[src/hdl/swhr_pkg.sv]
// Shared types, constants and register codes for the single-wire sensor reader.
// No dependencies; every other file refers to it by scoped names.
package swhr_pkg;

    localparam int FRAME_BITS = 40;
    localparam int BIT_IDX_W  = 6;
    localparam int TICK_W     = 17;
    localparam int CFG_IDX_W  = 2;
    localparam int CFG_DATA_W = 16;

    localparam logic [2:0] PH_IDLE       = 3'd0;
    localparam logic [2:0] PH_START_LOW  = 3'd1;
    localparam logic [2:0] PH_START_HIGH = 3'd2;
    localparam logic [2:0] PH_ACK_LOW    = 3'd3;
    localparam logic [2:0] PH_ACK_HIGH   = 3'd4;
    localparam logic [2:0] PH_BIT_LOW    = 3'd5;
    localparam logic [2:0] PH_BIT_HIGH   = 3'd6;

    localparam logic [1:0] ST_OK       = 2'd0;
    localparam logic [1:0] ST_TIMEOUT  = 2'd1;
    localparam logic [1:0] ST_CHECKSUM = 2'd2;

    localparam logic [CFG_IDX_W-1:0] CFG_START_LOW    = 2'd0;
    localparam logic [CFG_IDX_W-1:0] CFG_RELEASE_HIGH = 2'd1;
    localparam logic [CFG_IDX_W-1:0] CFG_ONE_THRESH   = 2'd2;
    localparam logic [CFG_IDX_W-1:0] CFG_TIMEOUT      = 2'd3;

    localparam logic [15:0] RST_START_LOW    = 16'd18000;
    localparam logic [7:0]  RST_RELEASE_HIGH = 8'd40;
    localparam logic [7:0]  RST_ONE_THRESH   = 8'd40;
    localparam logic [15:0] RST_TIMEOUT      = 16'd10000;

    typedef struct packed {
        logic start_req;
        logic line_level;
    } t_in;

    typedef struct packed {
        logic       drive_enable;
        logic       drive_level;
        logic       busy_res;
        logic       done_res;
        logic [1:0] status;
        logic [7:0] temperature;
        logic [7:0] humidity;
    } t_out;

    typedef struct packed {
        logic [15:0] start_low_ticks;
        logic [7:0]  release_high_ticks;
        logic [7:0]  one_threshold_ticks;
        logic [15:0] timeout_ticks;
    } t_cfg;

endpackage

[src/hdl/swhr_cfg_regs.sv]
// Configuration register file for the single-wire sensor reader.
// Depends on swhr_pkg for the register codes, reset values and the t_cfg struct.
module swhr_cfg_regs (
    input  logic                            i_clk,
    input  logic                            i_rst_n,
    input  logic                            i_cfg_we,
    input  logic [swhr_pkg::CFG_IDX_W-1:0]  i_cfg_idx,
    input  logic [swhr_pkg::CFG_DATA_W-1:0] i_cfg_data,
    output swhr_pkg::t_cfg                  o_cfg
);

    swhr_pkg::t_cfg r_cfg;

    always_ff @(posedge i_clk) begin
        if (!i_rst_n) begin
            r_cfg.start_low_ticks     <= swhr_pkg::RST_START_LOW;
            r_cfg.release_high_ticks  <= swhr_pkg::RST_RELEASE_HIGH;
            r_cfg.one_threshold_ticks <= swhr_pkg::RST_ONE_THRESH;
            r_cfg.timeout_ticks       <= swhr_pkg::RST_TIMEOUT;
        end else if (i_cfg_we) begin
            case (i_cfg_idx)
                swhr_pkg::CFG_START_LOW:    r_cfg.start_low_ticks     <= i_cfg_data;
                swhr_pkg::CFG_RELEASE_HIGH: r_cfg.release_high_ticks  <= i_cfg_data[7:0];
                swhr_pkg::CFG_ONE_THRESH:   r_cfg.one_threshold_ticks <= i_cfg_data[7:0];
                swhr_pkg::CFG_TIMEOUT:      r_cfg.timeout_ticks       <= i_cfg_data;
                default: begin
                end
            endcase
        end
    end

    assign o_cfg = r_cfg;

endmodule

[src/hdl/swhr_core.sv]
// Reader state machine: phase, tick counter, bit counter and frame shift register.
// Depends on swhr_pkg; advances one tick whenever i_step is high.
module swhr_core (
    input  logic           i_clk,
    input  logic           i_rst_n,
    input  logic           i_step,
    input  swhr_pkg::t_in  i_item,
    input  swhr_pkg::t_cfg i_cfg,
    output swhr_pkg::t_out o_res
);

    logic [2:0]                       r_phase, n_phase;
    logic [swhr_pkg::TICK_W-1:0]      r_tick, n_tick;
    logic [swhr_pkg::BIT_IDX_W-1:0]   r_bit_idx, n_bit_idx;
    logic [swhr_pkg::FRAME_BITS-1:0]  r_frame, n_frame;
    logic [7:0]                       r_temp, n_temp;
    logic [7:0]                       r_hum, n_hum;
    logic                             s_wait_lvl;
    logic                             s_bit;
    logic [7:0]                       s_b0, s_b2, s_b4;
    logic                             s_den, s_dlev, s_done;
    logic [1:0]                       s_status;

    always_comb begin
        n_phase   = r_phase;
        n_tick    = r_tick;
        n_bit_idx = r_bit_idx;
        n_frame   = r_frame;
        n_temp    = r_temp;
        n_hum     = r_hum;
        s_den     = 1'b0;
        s_dlev    = 1'b0;
        s_done    = 1'b0;
        s_status  = swhr_pkg::ST_OK;
        s_bit     = 1'b0;
        s_b0      = 8'd0;
        s_b2      = 8'd0;
        s_b4      = 8'd0;

        if (n_phase == swhr_pkg::PH_IDLE && i_item.start_req) begin
            n_phase   = swhr_pkg::PH_START_LOW;
            n_tick    = '0;
            n_bit_idx = '0;
            n_frame   = '0;
        end

        s_wait_lvl = !(n_phase == swhr_pkg::PH_ACK_LOW || n_phase == swhr_pkg::PH_BIT_LOW);

        case (n_phase)
            swhr_pkg::PH_START_LOW: begin
                s_den  = 1'b1;
                n_tick = n_tick + 1'b1;
                if (n_tick >= {1'b0, i_cfg.start_low_ticks}) begin
                    n_tick  = '0;
                    n_phase = (i_cfg.release_high_ticks == 8'd0) ?
                              swhr_pkg::PH_ACK_LOW : swhr_pkg::PH_START_HIGH;
                end
            end
            swhr_pkg::PH_START_HIGH: begin
                s_den  = 1'b1;
                s_dlev = 1'b1;
                n_tick = n_tick + 1'b1;
                if (n_tick >= {9'd0, i_cfg.release_high_ticks}) begin
                    n_tick  = '0;
                    n_phase = swhr_pkg::PH_ACK_LOW;
                end
            end
            swhr_pkg::PH_ACK_LOW, swhr_pkg::PH_ACK_HIGH,
            swhr_pkg::PH_BIT_LOW, swhr_pkg::PH_BIT_HIGH: begin
                if (i_item.line_level == s_wait_lvl) begin
                    n_tick = n_tick + 1'b1;
                    if (n_tick > {1'b0, i_cfg.timeout_ticks}) begin
                        s_done   = 1'b1;
                        s_status = swhr_pkg::ST_TIMEOUT;
                        n_phase  = swhr_pkg::PH_IDLE;
                        n_tick   = '0;
                    end
                end else if (n_phase == swhr_pkg::PH_ACK_LOW) begin
                    n_phase = swhr_pkg::PH_ACK_HIGH;
                    n_tick  = swhr_pkg::TICK_W'(1);
                end else if (n_phase == swhr_pkg::PH_ACK_HIGH) begin
                    n_phase = swhr_pkg::PH_BIT_LOW;
                    n_tick  = swhr_pkg::TICK_W'(1);
                end else if (n_phase == swhr_pkg::PH_BIT_LOW) begin
                    n_phase = swhr_pkg::PH_BIT_HIGH;
                    n_tick  = swhr_pkg::TICK_W'(1);
                end else begin
                    s_bit     = n_tick > {9'd0, i_cfg.one_threshold_ticks};
                    n_frame   = {n_frame[swhr_pkg::FRAME_BITS-2:0], s_bit};
                    n_bit_idx = n_bit_idx + 1'b1;
                    if (n_bit_idx >= swhr_pkg::BIT_IDX_W'(swhr_pkg::FRAME_BITS)) begin
                        s_b0      = n_frame[swhr_pkg::FRAME_BITS-1 -: 8];
                        s_b2      = n_frame[swhr_pkg::FRAME_BITS-17 -: 8];
                        s_b4      = n_frame[7:0];
                        n_temp    = s_b0;
                        n_hum     = s_b2;
                        s_done    = 1'b1;
                        s_status  = (8'(s_b0 + s_b2) == s_b4) ?
                                    swhr_pkg::ST_OK : swhr_pkg::ST_CHECKSUM;
                        n_phase   = swhr_pkg::PH_IDLE;
                        n_tick    = '0;
                        n_bit_idx = '0;
                    end else begin
                        n_phase = swhr_pkg::PH_BIT_LOW;
                        n_tick  = swhr_pkg::TICK_W'(1);
                    end
                end
            end
            default: begin
                n_phase = swhr_pkg::PH_IDLE;
                n_tick  = '0;
            end
        endcase
    end

    always_ff @(posedge i_clk) begin
        if (!i_rst_n) begin
            r_phase   <= swhr_pkg::PH_IDLE;
            r_tick    <= '0;
            r_bit_idx <= '0;
            r_frame   <= '0;
            r_temp    <= '0;
            r_hum     <= '0;
        end else if (i_step) begin
            r_phase   <= n_phase;
            r_tick    <= n_tick;
            r_bit_idx <= n_bit_idx;
            r_frame   <= n_frame;
            r_temp    <= n_temp;
            r_hum     <= n_hum;
        end
    end

    always_comb begin
        o_res.drive_enable = s_den;
        o_res.drive_level  = s_dlev;
        o_res.busy_res     = n_phase != swhr_pkg::PH_IDLE;
        o_res.done_res     = s_done;
        o_res.status       = s_status;
        o_res.temperature  = n_temp;
        o_res.humidity     = n_hum;
    end

endmodule

[src/hdl/single_wire_humidity_sensor_reader.sv]
// Data path: a beat accepted into the input register is stepped by the reader when it
// advances, and its result beat is registered into the output register at that step.
// Throughput: one beat per cycle; while the result side stalls, one more beat is taken
// into the input register before the input stalls.
// Reset: synchronous, active low; clears both valids, the reader state and the
// configuration registers to their default values.
module single_wire_humidity_sensor_reader (
    input  logic                            i_clk,
    input  logic                            i_rst_n,
    input  logic                            i_in_valid,
    output logic                            o_in_stall,
    input  swhr_pkg::t_in                   i_in_data,
    output logic                            o_out_valid,
    input  logic                            i_out_stall,
    output swhr_pkg::t_out                  o_out_data,
    input  logic                            i_cfg_we,
    input  logic [swhr_pkg::CFG_IDX_W-1:0]  i_cfg_idx,
    input  logic [swhr_pkg::CFG_DATA_W-1:0] i_cfg_data
);

    logic           r_in_valid;
    swhr_pkg::t_in  r_in_data;
    logic           r_out_valid;
    swhr_pkg::t_out r_out_data;
    logic           w_adv;
    swhr_pkg::t_cfg w_cfg;
    swhr_pkg::t_out w_res;

    assign w_adv      = r_in_valid && (!r_out_valid || !i_out_stall);
    assign o_in_stall = r_in_valid && !w_adv;

    swhr_cfg_regs u_cfg (
        .i_clk      (i_clk),
        .i_rst_n    (i_rst_n),
        .i_cfg_we   (i_cfg_we),
        .i_cfg_idx  (i_cfg_idx),
        .i_cfg_data (i_cfg_data),
        .o_cfg      (w_cfg)
    );

    swhr_core u_core (
        .i_clk   (i_clk),
        .i_rst_n (i_rst_n),
        .i_step  (w_adv),
        .i_item  (r_in_data),
        .i_cfg   (w_cfg),
        .o_res   (w_res)
    );

    always_ff @(posedge i_clk) begin
        if (!i_rst_n) begin
            r_in_valid <= 1'b0;
        end else if (!o_in_stall) begin
            r_in_valid <= i_in_valid;
        end
    end

    always_ff @(posedge i_clk) begin
        if (i_in_valid && !o_in_stall) begin
            r_in_data <= i_in_data;
        end
    end

    always_ff @(posedge i_clk) begin
        if (!i_rst_n) begin
            r_out_valid <= 1'b0;
        end else if (w_adv) begin
            r_out_valid <= 1'b1;
        end else if (!i_out_stall) begin
            r_out_valid <= 1'b0;
        end
    end

    always_ff @(posedge i_clk) begin
        if (w_adv) begin
            r_out_data <= w_res;
        end
    end

    assign o_out_valid = r_out_valid;
    assign o_out_data  = r_out_data;

endmodule

[config.mk]
export PLATFORM = sky130hd
export DESIGN_NAME = single_wire_humidity_sensor_reader
export DESIGN_NICKNAME = d
export VERILOG_FILES = /design/src/hdl/swhr_pkg.sv /design/src/hdl/swhr_cfg_regs.sv /design/src/hdl/swhr_core.sv /design/src/hdl/single_wire_humidity_sensor_reader.sv
export SDC_FILE = /design/constraint.sdc
export NUM_CORES = 1
export LEC_CHECK = 0
export BUFFER_PORTS_ARGS = -buffer_cell sky130_fd_sc_hd__buf_2
export CAP_MARGIN = 40
export CORE_ASPECT_RATIO = 0.75
export CORE_MARGIN = 8
export CORE_UTILIZATION = 40
export CTS_CLUSTER_SIZE = 28
export DETAILED_ROUTE_END_ITERATION = 12
export GPL_TIMING_DRIVEN = 0
export SLEW_MARGIN = 20
export SYNTH_ARGS = -nofsm -noshare
export SYNTH_HDL_FRONTEND = slang
export SYNTH_SLANG_ARGS = --single-unit
[constraint.sdc]
create_clock -name i_clk -period 5.6 [get_ports i_clk]
set_input_delay 0.28 -clock i_clk [delete_from_list [all_inputs] [get_ports i_clk]]
set_output_delay 0.28 -clock i_clk [all_outputs]
set_load 0.005 [all_outputs]
# After elaboration in Yosys (flattened, before gate mapping)
# Cells that the tools add are included.
# word_totals
in_bits,25
reg_bits,156
# op_classes
n_mux,63
magnitude_cmp,5
n_reduce_logical,21
n_eq_ne,12
addsub,3
# ops
cell,n
two-way mux 40 bit,6
two-way mux 17 bit,8
two-way mux 8 bit,12
case mux 17 bit (3 select lines),1
two-way mux 6 bit,7
two-way mux 3 bit,9
"adder 17 x 1 -> 17 bit, second input constant",1
greater-or-equal comparator 17 x 16 -> 1 bit,1
greater-or-equal comparator 17 x 8 -> 1 bit,1
> comparator 17 x 16 -> 1 bit,1
> comparator 17 x 8 -> 1 bit,1
two-way mux 1 bit,13
two-way mux 2 bit,6
"== test 3 bit, second input constant",3
case mux 3 bit (3 select lines),1
adder 8 bit,1
== test 8 bit,1
logical NOT 8 bit,1
AND reduction 2 bit,4
"adder 6 x 1 -> 6 bit, second input constant",1
"== test 3 x 2 -> 1 bit, second input constant",2
"greater-or-equal comparator 6 bit, second input constant",1
logical NOT 1 bit,5
"== test 2 bit, second input constant",2
other kinds (11),15

# Depth between registers and ports, before layout
# Gate-level depths: netlist of run 1.
# depth
ltp_word,12
depth_mapped,23

# Hierarchy
# From an unflattened synthesis of run 1, not the netlist that was laid out.
# hier_totals
cells_unflattened,939
hier_area_um2,8694.6
# modules_own_cells
mod,cells_per_inst,instances,seq_area_each_um2,area_each_um2
swhr_core,718,1,1621.6,5983.2
swhr_cfg_regs,189,1,960.9,1906.8
single_wire_humidity_sensor_reader,32,1,760.7,804.5

# Least setup slack after synthesis of run 1
# Ideal clock, no wire load.
# synth_timing
path_kind,reg-to-reg
from,reg u_core.r_phase[2]
to,reg r_out_data (netlist bit o_out_data[19]) (data pin)
path_buffers,5
slack_ns,0.408
arrival_ns,4.929
stages_incl_launch_ff,22
path_cell_list,dfxtp_1 -> clkbuf_1 -> or4b_1 -> clkbuf_1 -> buf_2 -> clkbuf_1 -> nand2_1 -> inv_1 -> ha_1 -> nand3_1 -> clkbuf_1 -> or4_1 -> a21oi_1 -> ha_1 -> a2111o_1 -> o311ai_0 -> o221ai_1 -> o21ai_1 -> and3_1 -> nor2_1 -> a221o_1 -> a2111o_1
# synth_rtl
item,line,source
from (decl),swhr_core.sv:12,"logic [2:0] r_phase, n_phase;"
from (signal assigned),swhr_core.sv:118,r_phase <= swhr_pkg::PH_IDLE;
from (signal assigned),swhr_core.sv:125,r_phase <= n_phase;
to (signal assigned),single_wire_humidity_sensor_reader.sv:76,r_out_data <= w_res;
to (decl),single_wire_humidity_sensor_reader.sv:24,swhr_pkg::t_out r_out_data;

==> impl_metrics.env, run 1 <==
export IMPL_avgViaCountPerCell=5.40
export IMPL_drt_met1_wl_mm=12.7
export IMPL_num_vias=7464
export IMPL_worstMarginPinSlew_ps=746
export IMPL_post_drt_wl_per_cell_um=17.3
export IMPL_firstDrtPassIters=5
export IMPL_p_clk_share_pct=47.6
export IMPL_htreeDepth=4
export IMPL_drtIter0Drc=702
export IMPL_total_power_mw=2.57
export IMPL_placed_area_sq_um=9280
export IMPL_cts_root_buf="clkbuf_16"
export IMPL_dpl_worst_slack_ps=-1130
export IMPL_synth_nets=1090
export IMPL_clk_latency_ps=440
export IMPL_antenna_left=0
export IMPL_cap_violations=0
export IMPL_multi_input_area_sq_um=4860
export IMPL_ios=49
export IMPL_drt_wl_total_mm=23.9
export IMPL_start_kind="flip-flop"
export IMPL_hold_viol=0
export IMPL_yosys_top_cells_area="dfxtp_1 30%, edfxtp_1 8.4%, ha_1 7.8%"
export IMPL_cts_sinks=155
export IMPL_fmax_ghz=0.186
export IMPL_place_inst=1348
export IMPL_synthDominantCellAreaShare_pct=30.4
export IMPL_highest_layer="met4"
export IMPL_leakage_nw=3.74
export IMPL_netlist_top_cells_count="176 x nand2_1, 131 x dfxtp_1, 55 x inv_1, 54 x ha_1, 51 x a21boi_0"
export IMPL_async_flop_share_pct=0
export IMPL_dp_hpwl_mm=17.9
export IMPL_setup_violations=0
export IMPL_clk_pin_slew_ps=60
export IMPL_grt_max_degree=21
export IMPL_die_w_um=186
export IMPL_fp_row_count=46
export IMPL_initial_core_util_pct=40.7
export IMPL_hp_class="in -> reg"
export IMPL_grt_pass1_wl_mm=37.8
export IMPL_gp_congestion=0.897
export IMPL_antenna_found_initial=0
export IMPL_drc=0
export IMPL_slew_violations=0
export IMPL_slew_headroom_pct=50.3
export IMPL_end_kind="flip-flop"
export IMPL_final_cells=1381
export IMPL_syn_area_per_cell_sq_um=8.54
export IMPL_seq_power_share_pct=45.3
export IMPL_wl_met2_mm=9.37
export IMPL_p_sw_share_pct=26.4
export IMPL_synth_warnings=0
export IMPL_post_route_min_period_ps=5370
export IMPL_cts_tree="yes"
export IMPL_clock_path_buffers=2
export IMPL_status="completed"
export IMPL_first_global_vias=6733
export IMPL_criticalPathCategory="reg -> reg"
export IMPL_ff_latch_area_sq_um=3350
export IMPL_p_comb_share_pct=7.1
export IMPL_syn_area_sq_um=8630
export IMPL_ys_flop_type="dfxtp_1"
export IMPL_crit_slowest_cell="or4_1"
export IMPL_synth_edf_count=24
export IMPL_finalNetCount=1159
export IMPL_grt_overflow=0
export IMPL_seq_area_frac_synth_pct=38.7
export IMPL_yosysMostFrequentCell="nand2_1"
export IMPL_finClkSkew_ps=12.7
export IMPL_switchingPower_mw=0.679
export IMPL_p_int_mw=1.89
export IMPL_portBuffers=47
export IMPL_wl_met3_mm=1.52
export IMPL_core_area_sq_um=21200
export IMPL_grt_usage_pct=18.4
export IMPL_yosysTopAreaCell="dfxtp_1"
export IMPL_cts_buffers=17
export IMPL_worstPathRequired_ps=5770
export IMPL_ys_types=75
export IMPL_die_area_sq_um=26600
export IMPL_synthToLayoutAreaGrowth_pct=15.5
export IMPL_rsz0062_at_grt="no"
export IMPL_fillCellCount=2125
export IMPL_fp_dieH_um=143
export IMPL_drive_above_1_share_pct=11.4
export IMPL_powerDensity_nw_per_um2=258
export IMPL_cp_max_fo=19
export IMPL_ys_ff_latch=155
export IMPL_crit_path_max_incr_delay_ps=470
export IMPL_path_cells="buf_2, or4b_4, buf_6, nand2_2, inv_2, ha_1, nand3_1, buf_2, or4_1, a21oi_4, ha_1, a2111o_1, o311ai_1, o221ai_1, o21ai_1, and3_2, nor2_1, a221o_1, a2111o_1"
export IMPL_peakVddDrop_mv=0.202
export IMPL_finalCritPeriodShare_pct=95.9
export IMPL_critPathArrivalTime_ps=5540
export IMPL_synthCells=1010
export IMPL_design_area_sq_um=9970
export IMPL_postLayoutSetupSlackWorst_ps=232
## metal layers
layer  vias to the layer above  global-route usage, %
met1                      3525                   28.5
met5                         -                      0
met3                        30                   4.21
li1                       3690                      -
met4                         0                   5.09
met2                       219                   24.5
## power groups by stage
stage | combinational (mW) | clock (mW) | sequential [mW]
after floorplan | 0.103 | 0 | 1.19
after global placement | 0.171 | 0 | 1.19
after detailed placement | 0.177 | 0 | 1.19
after CTS | 0.179 | 1.25 | 1.17
after global routing | 0.200 | 1.30 | 1.17
final | 0.182 | 1.23 | 1.17
## cell families after synthesis
logic type	after synthesis	synth area share [%]
adders and majority gates	55	8.06
and+or+nand+nor	407	23.8
DFF	155	38.7
AOI/OAI and AO/OA	236	19.6
buffers and inverters	116	5.19
muxes	18	2.26
xor gates and xnor gates	23	2.33
## flip-flops by register name, summed over array words and instances, names as in the netlist
signal	count
o_out_data	22
o_out_valid	1
r_in_data	2
r_in_valid	1
u_cfg.o_cfg	48
u_core.r_bit_idx	6
u_core.r_frame	39
u_core.r_hum	8
u_core.r_phase	3
u_core.r_temp	8
u_core.r_tick	17
## critical path: cells and delay by family, from the launching register on
| kind | cells | cell delay (ps) |
|---|---|---|
| compound gates | 7 | 2100 |
| fa+ha+maj | 2 | 510 |
| buf+inv | 4 | 840 |
| flops | 1 | 300 |
| simple gates | 6 | 1350 |
## path summary, 6_finish.rpt
check | startpoint | endpoint | slack, ps | cells after the start
hold / removal | i_in_valid | r_in_valid$_SDFFE_PN0N_ | 60 | 2
setup / recovery | u_core.r_phase[1]$_SDFFE_PN0P_ | o_out_data[19]$_DFFE_PP_ | 230 | 19
setup reg to reg | u_core.r_phase[1]$_SDFFE_PN0P_ | o_out_data[19]$_DFFE_PP_ | 230 | 19
hold reg to reg | u_core.r_temp[5]$_SDFFE_PN0P_ | u_core.r_temp[5]$_SDFFE_PN0P_ | 470 | 2
## cell usage in the layout (no fill, tap or decap), drive strengths merged, types with 10 or more instances in the layout
master  count
nor2       33
a211oi     10
a21boi     52
mux2       12
nand2     176
o211ai     13
dfxtp     131
inv        62
nand3      21
and2       38
a22oi      42
o21ai      44
clkbuf     65
buf        62
a21oi      18
nand2b     10
xnor2      16
nand4      15
ha         54
nor2b      50
nor3       21
edfxtp     24
## final cells by class
type                    count  area share (%)
plain buffers              57            2.36
clock buffers              20            5.02
clock inverters            12            1.37
repair buffers             53            3.16
multi-input cells         739            48.8
flip-flops and latches    155            33.6
diodes                      1          0.0251
well taps                 288            3.62
inverters                  56            2.11
## through the flow
| stage | setup TNS [ps] | util, % | hold slack [ps] |
|---|---|---|---|
| after floorplan | 0 | - | 379 |
| after global placement | -14520 | 43.6 | 450 |
| after detailed placement | -14320 | 43.8 | 459 |
| after CTS | 0 | 46.9 | 0.0624 |
| after global routing | 0 | 47.0 | 84.5 |
| final | 0 | 47.1 | 61.4 |
## what timing repair did
item	CTS	global route
buffers inserted	0	1
endpoints found under the hold margin	1	1
hold buffers	1	1
gates resized for setup	7	7
endpoints found under the setup margin	22	2
Power figures use the tool's default switching activity.
==> inputs of run 2 (changes only) <==
--- a/config.mk
+++ b/config.mk
@@ -5,6 +5,7 @@
 export SDC_FILE = /design/constraint.sdc
 export NUM_CORES = 1
 export LEC_CHECK = 0
+export ABC_AREA = 1
 export BUFFER_PORTS_ARGS = -buffer_cell sky130_fd_sc_hd__buf_2
 export CAP_MARGIN = 40
 export CORE_ASPECT_RATIO = 0.75
==> run 2 against run 1 <==
Net effect: global-route usage decreased by 0.50 points; sequential cell count is the same; cell count increased by 16%; critical path type unchanged; critical endpoint is now o_out_data[17]$_SDFFCE_PP0P_; highest routed layer unchanged.
==> impl_metrics.env, run 2 <==
export IMPL_leakage_nw=4.68
export IMPL_p_int_mw=1.98
export IMPL_cts_sinks=155
export IMPL_p_comb_share_pct=12.8
export IMPL_die_w_um=189
export IMPL_netlist_top_cells_count="265 x nand2_1, 176 x inv_1, 149 x a21oi_1, 131 x dfxtp_1, 81 x o21ai_0"
export IMPL_drtIter0Drc=777
export IMPL_grt_pass1_wl_mm=39.7
export IMPL_placed_area_sq_um=9650
export IMPL_synthDominantCellAreaShare_pct=29.1
export IMPL_hold_viol=0
export IMPL_final_util_pct=46.5
export IMPL_grt_overflow=0
export IMPL_yosys_top_cells_area="dfxtp_1 29%, nand2_1 11%, a21oi_1 8.3%"
export IMPL_yosysTopAreaCell="dfxtp_1"
export IMPL_ios=49
export IMPL_finalNetCount=1380
export IMPL_multi_input_area_sq_um=4690
export IMPL_drt_wl_total_mm=25.2
export IMPL_hold_end="r_in_data[0]$_DFFE_PP_"
export IMPL_largest_register_ff_count=48
export IMPL_tns_ps=0
export IMPL_portBuffers=48
export IMPL_cp_max_fo=10
export IMPL_initial_core_util_pct=40.8
export IMPL_cts_root_buf="clkbuf_16"
export IMPL_cts_setup_buffers=0
export IMPL_ys_flop_type="dfxtp_1"
export IMPL_ff2ff_path_depth=21
export IMPL_post_route_min_period_ps=4610
export IMPL_fillCellCount=2268
export IMPL_r2r_start="r_in_data[1]$_DFFE_PP_"
export IMPL_drc=0
export IMPL_clk_pin_slew_ps=70
export IMPL_p_sw_share_pct=29.4
export IMPL_fp_dieH_um=146
export IMPL_gp_congestion=0.941
export IMPL_powerDensity_nw_per_um2=272
export IMPL_switchingPower_mw=0.823
export IMPL_hp_start="i_in_data[0]"
export IMPL_worstPathRequired_ps=5790
export IMPL_clock_path_buffers=2
export IMPL_criticalPathCategory="reg -> reg"
export IMPL_design_area_sq_um=10300
export IMPL_syn_area_sq_um=9010
export IMPL_ff_latch_area_sq_um=3340
export IMPL_final_common_cell="nand2_1"
export IMPL_finClkSkew_ps=11.1
export IMPL_start_kind="flip-flop"
export IMPL_yosysMostFrequentCell="nand2_1"
export IMPL_hp_class="in -> reg"
export IMPL_fmax_ghz=0.217
export IMPL_synth_warnings=0
export IMPL_first_global_vias=7297
export IMPL_avgViaCountPerCell=5.11
export IMPL_syn_area_per_cell_sq_um=7.32
export IMPL_fp_row_count=47
export IMPL_r2r_end="o_out_data[17]$_SDFFCE_PP0P_"
export IMPL_ys_ff_latch=155
export IMPL_dp_hpwl_mm=19.3
export IMPL_antenna_found_initial=0
export IMPL_synth_nets=1311
export IMPL_hold_buffers=0
export IMPL_end_kind="flip-flop"
export IMPL_drive_above_1_share_pct=13.6
export IMPL_n_antenna_cell=0
export IMPL_antenna_left=0
export IMPL_core_area_sq_um=22100
export IMPL_rrSetupSlack_ps=990
export IMPL_setup_violations=0
export IMPL_holdPathStages=1
export IMPL_cap_violations=0
export IMPL_hold_slack_ps=19.9
export IMPL_htreeDepth=4
export IMPL_rsz0062_at_grt="no"
export IMPL_grt_max_degree=18
export IMPL_num_vias=8214
export IMPL_peakVddDrop_mv=0.197
export IMPL_slew_headroom_pct=43.0
export IMPL_die_area_sq_um=27600
export IMPL_finalCritPeriodShare_pct=82.3
export IMPL_cts_tree="yes"
export IMPL_clk_latency_ps=430
export IMPL_cts_buffers=17
export IMPL_mostFrequentLayoutCells="265 x nand2_1, 176 x inv_1, 149 x a21oi_1, 131 x dfxtp_1, 81 x o21ai_0"
export IMPL_worstMarginPinSlew_ps=847
export IMPL_status="completed"
export IMPL_firstDrtPassIters=5
export IMPL_seq_power_share_pct=42.7
export IMPL_async_flop_share_pct=0
export IMPL_seq_area_frac_synth_pct=37.1
export IMPL_ys_types=49
export IMPL_slew_violations=0
export IMPL_critPathArrivalTime_ps=4790
export IMPL_post_drt_wl_per_cell_um=15.7
export IMPL_synth_edf_count=24
export IMPL_p_clk_share_pct=44.5
export IMPL_cts_resized=0
export IMPL_synthCells=1231
export IMPL_synthToLayoutAreaGrowth_pct=14.0
export IMPL_grt_usage_pct=17.9
-- run 2: logic make-up after synthesis --
group                      count (synthesis)  synth area share [%]
AOI/OAI and AO/OA                        295                  18.1
DFF                                      155                  37.1
xor gates and xnor gates                  21                  2.04
and+or+nand+nor                          466                  24.2
buffers and inverters                    239                  10.8
adders and majority gates                 55                  7.72
-- run 2: final cells by class --
| class | instances | area share [%] |
|---|---|---|
| multi-input combinational | 837 | 45.7 |
| sequential | 155 | 32.5 |
| inverter | 182 | 6.72 |
| clock buffer | 17 | 4.14 |
| tap | 294 | 3.58 |
| buffer | 57 | 2.80 |
| timing repair buffer | 50 | 2.65 |
| clock inverter | 15 | 1.88 |
-- run 2: critical path, stage by stage, from the launching register on --
cell      delay [ps]
edfxtp_1         360
inv_1            160
nor2_1            70
nand2_2           80
buf_8            160
buf_12           150
buf_2            220
buf_1            420
nand2_1           90
inv_1            190
ha_1             200
inv_1             50
fa_1             410
o21ai_0          310
a21oi_1          140
o21ai_0          250
xor2_1           310
o21ai_0          130
a221oi_1         260
nand3_1          200
nor2_1           130
nor2_1            60
-- run 2: per-layer routing --
layer  GRT usage, %  part of all wire [%]  vias to the layer above
met4           4.37                  0.97                        0
met1           29.0                    55                     3774
li1               -                     -                     4174
met2           23.0                    38                      244
met3           3.62                   6.6                       22
met5              0                     0                        -
-- run 2: per-stage QoR --
stage               total power, mW  worst slack (ps)  std cells
floorplan                      1.46              2180       1231
global placement               1.57              1150       1573
global route                   2.90               784       1607
finish                         2.80               994       1607
CTS                            2.81              1090       1606
detailed placement             1.57              1110       1574
-- run 2: worst max-delay path by stage --
stage / from / end / depth (start not counted)
final: r_in_data[1]$_DFFE_PP_ / o_out_data[17]$_SDFFCE_PP0P_ / 21
after global routing: r_in_data[1]$_DFFE_PP_ / o_out_data[17]$_SDFFCE_PP0P_ / 21
after CTS: r_in_data[1]$_DFFE_PP_ / u_core.r_tick[4]$_SDFFE_PN0P_ / 26
after detailed placement: r_in_data[1]$_DFFE_PP_ / u_core.r_tick[4]$_SDFFE_PN0P_ / 26
after global placement: r_in_data[1]$_DFFE_PP_ / u_core.r_tick[4]$_SDFFE_PN0P_ / 26
after floorplan: u_core.r_phase[2]$_SDFFE_PN0P_ / u_core.r_tick[4]$_SDFFE_PN0P_ / 26
-- run 2: power groups by stage --
stage                     Combinational (mW)  Sequential [mW]  Clock, mW
after floorplan                        0.239             1.22          0
after global placement                 0.344             1.22          0
after detailed placement               0.352             1.22          0
after CTS                              0.353             1.20       1.27
after global routing                   0.396             1.20       1.31
final                                  0.357             1.20       1.25
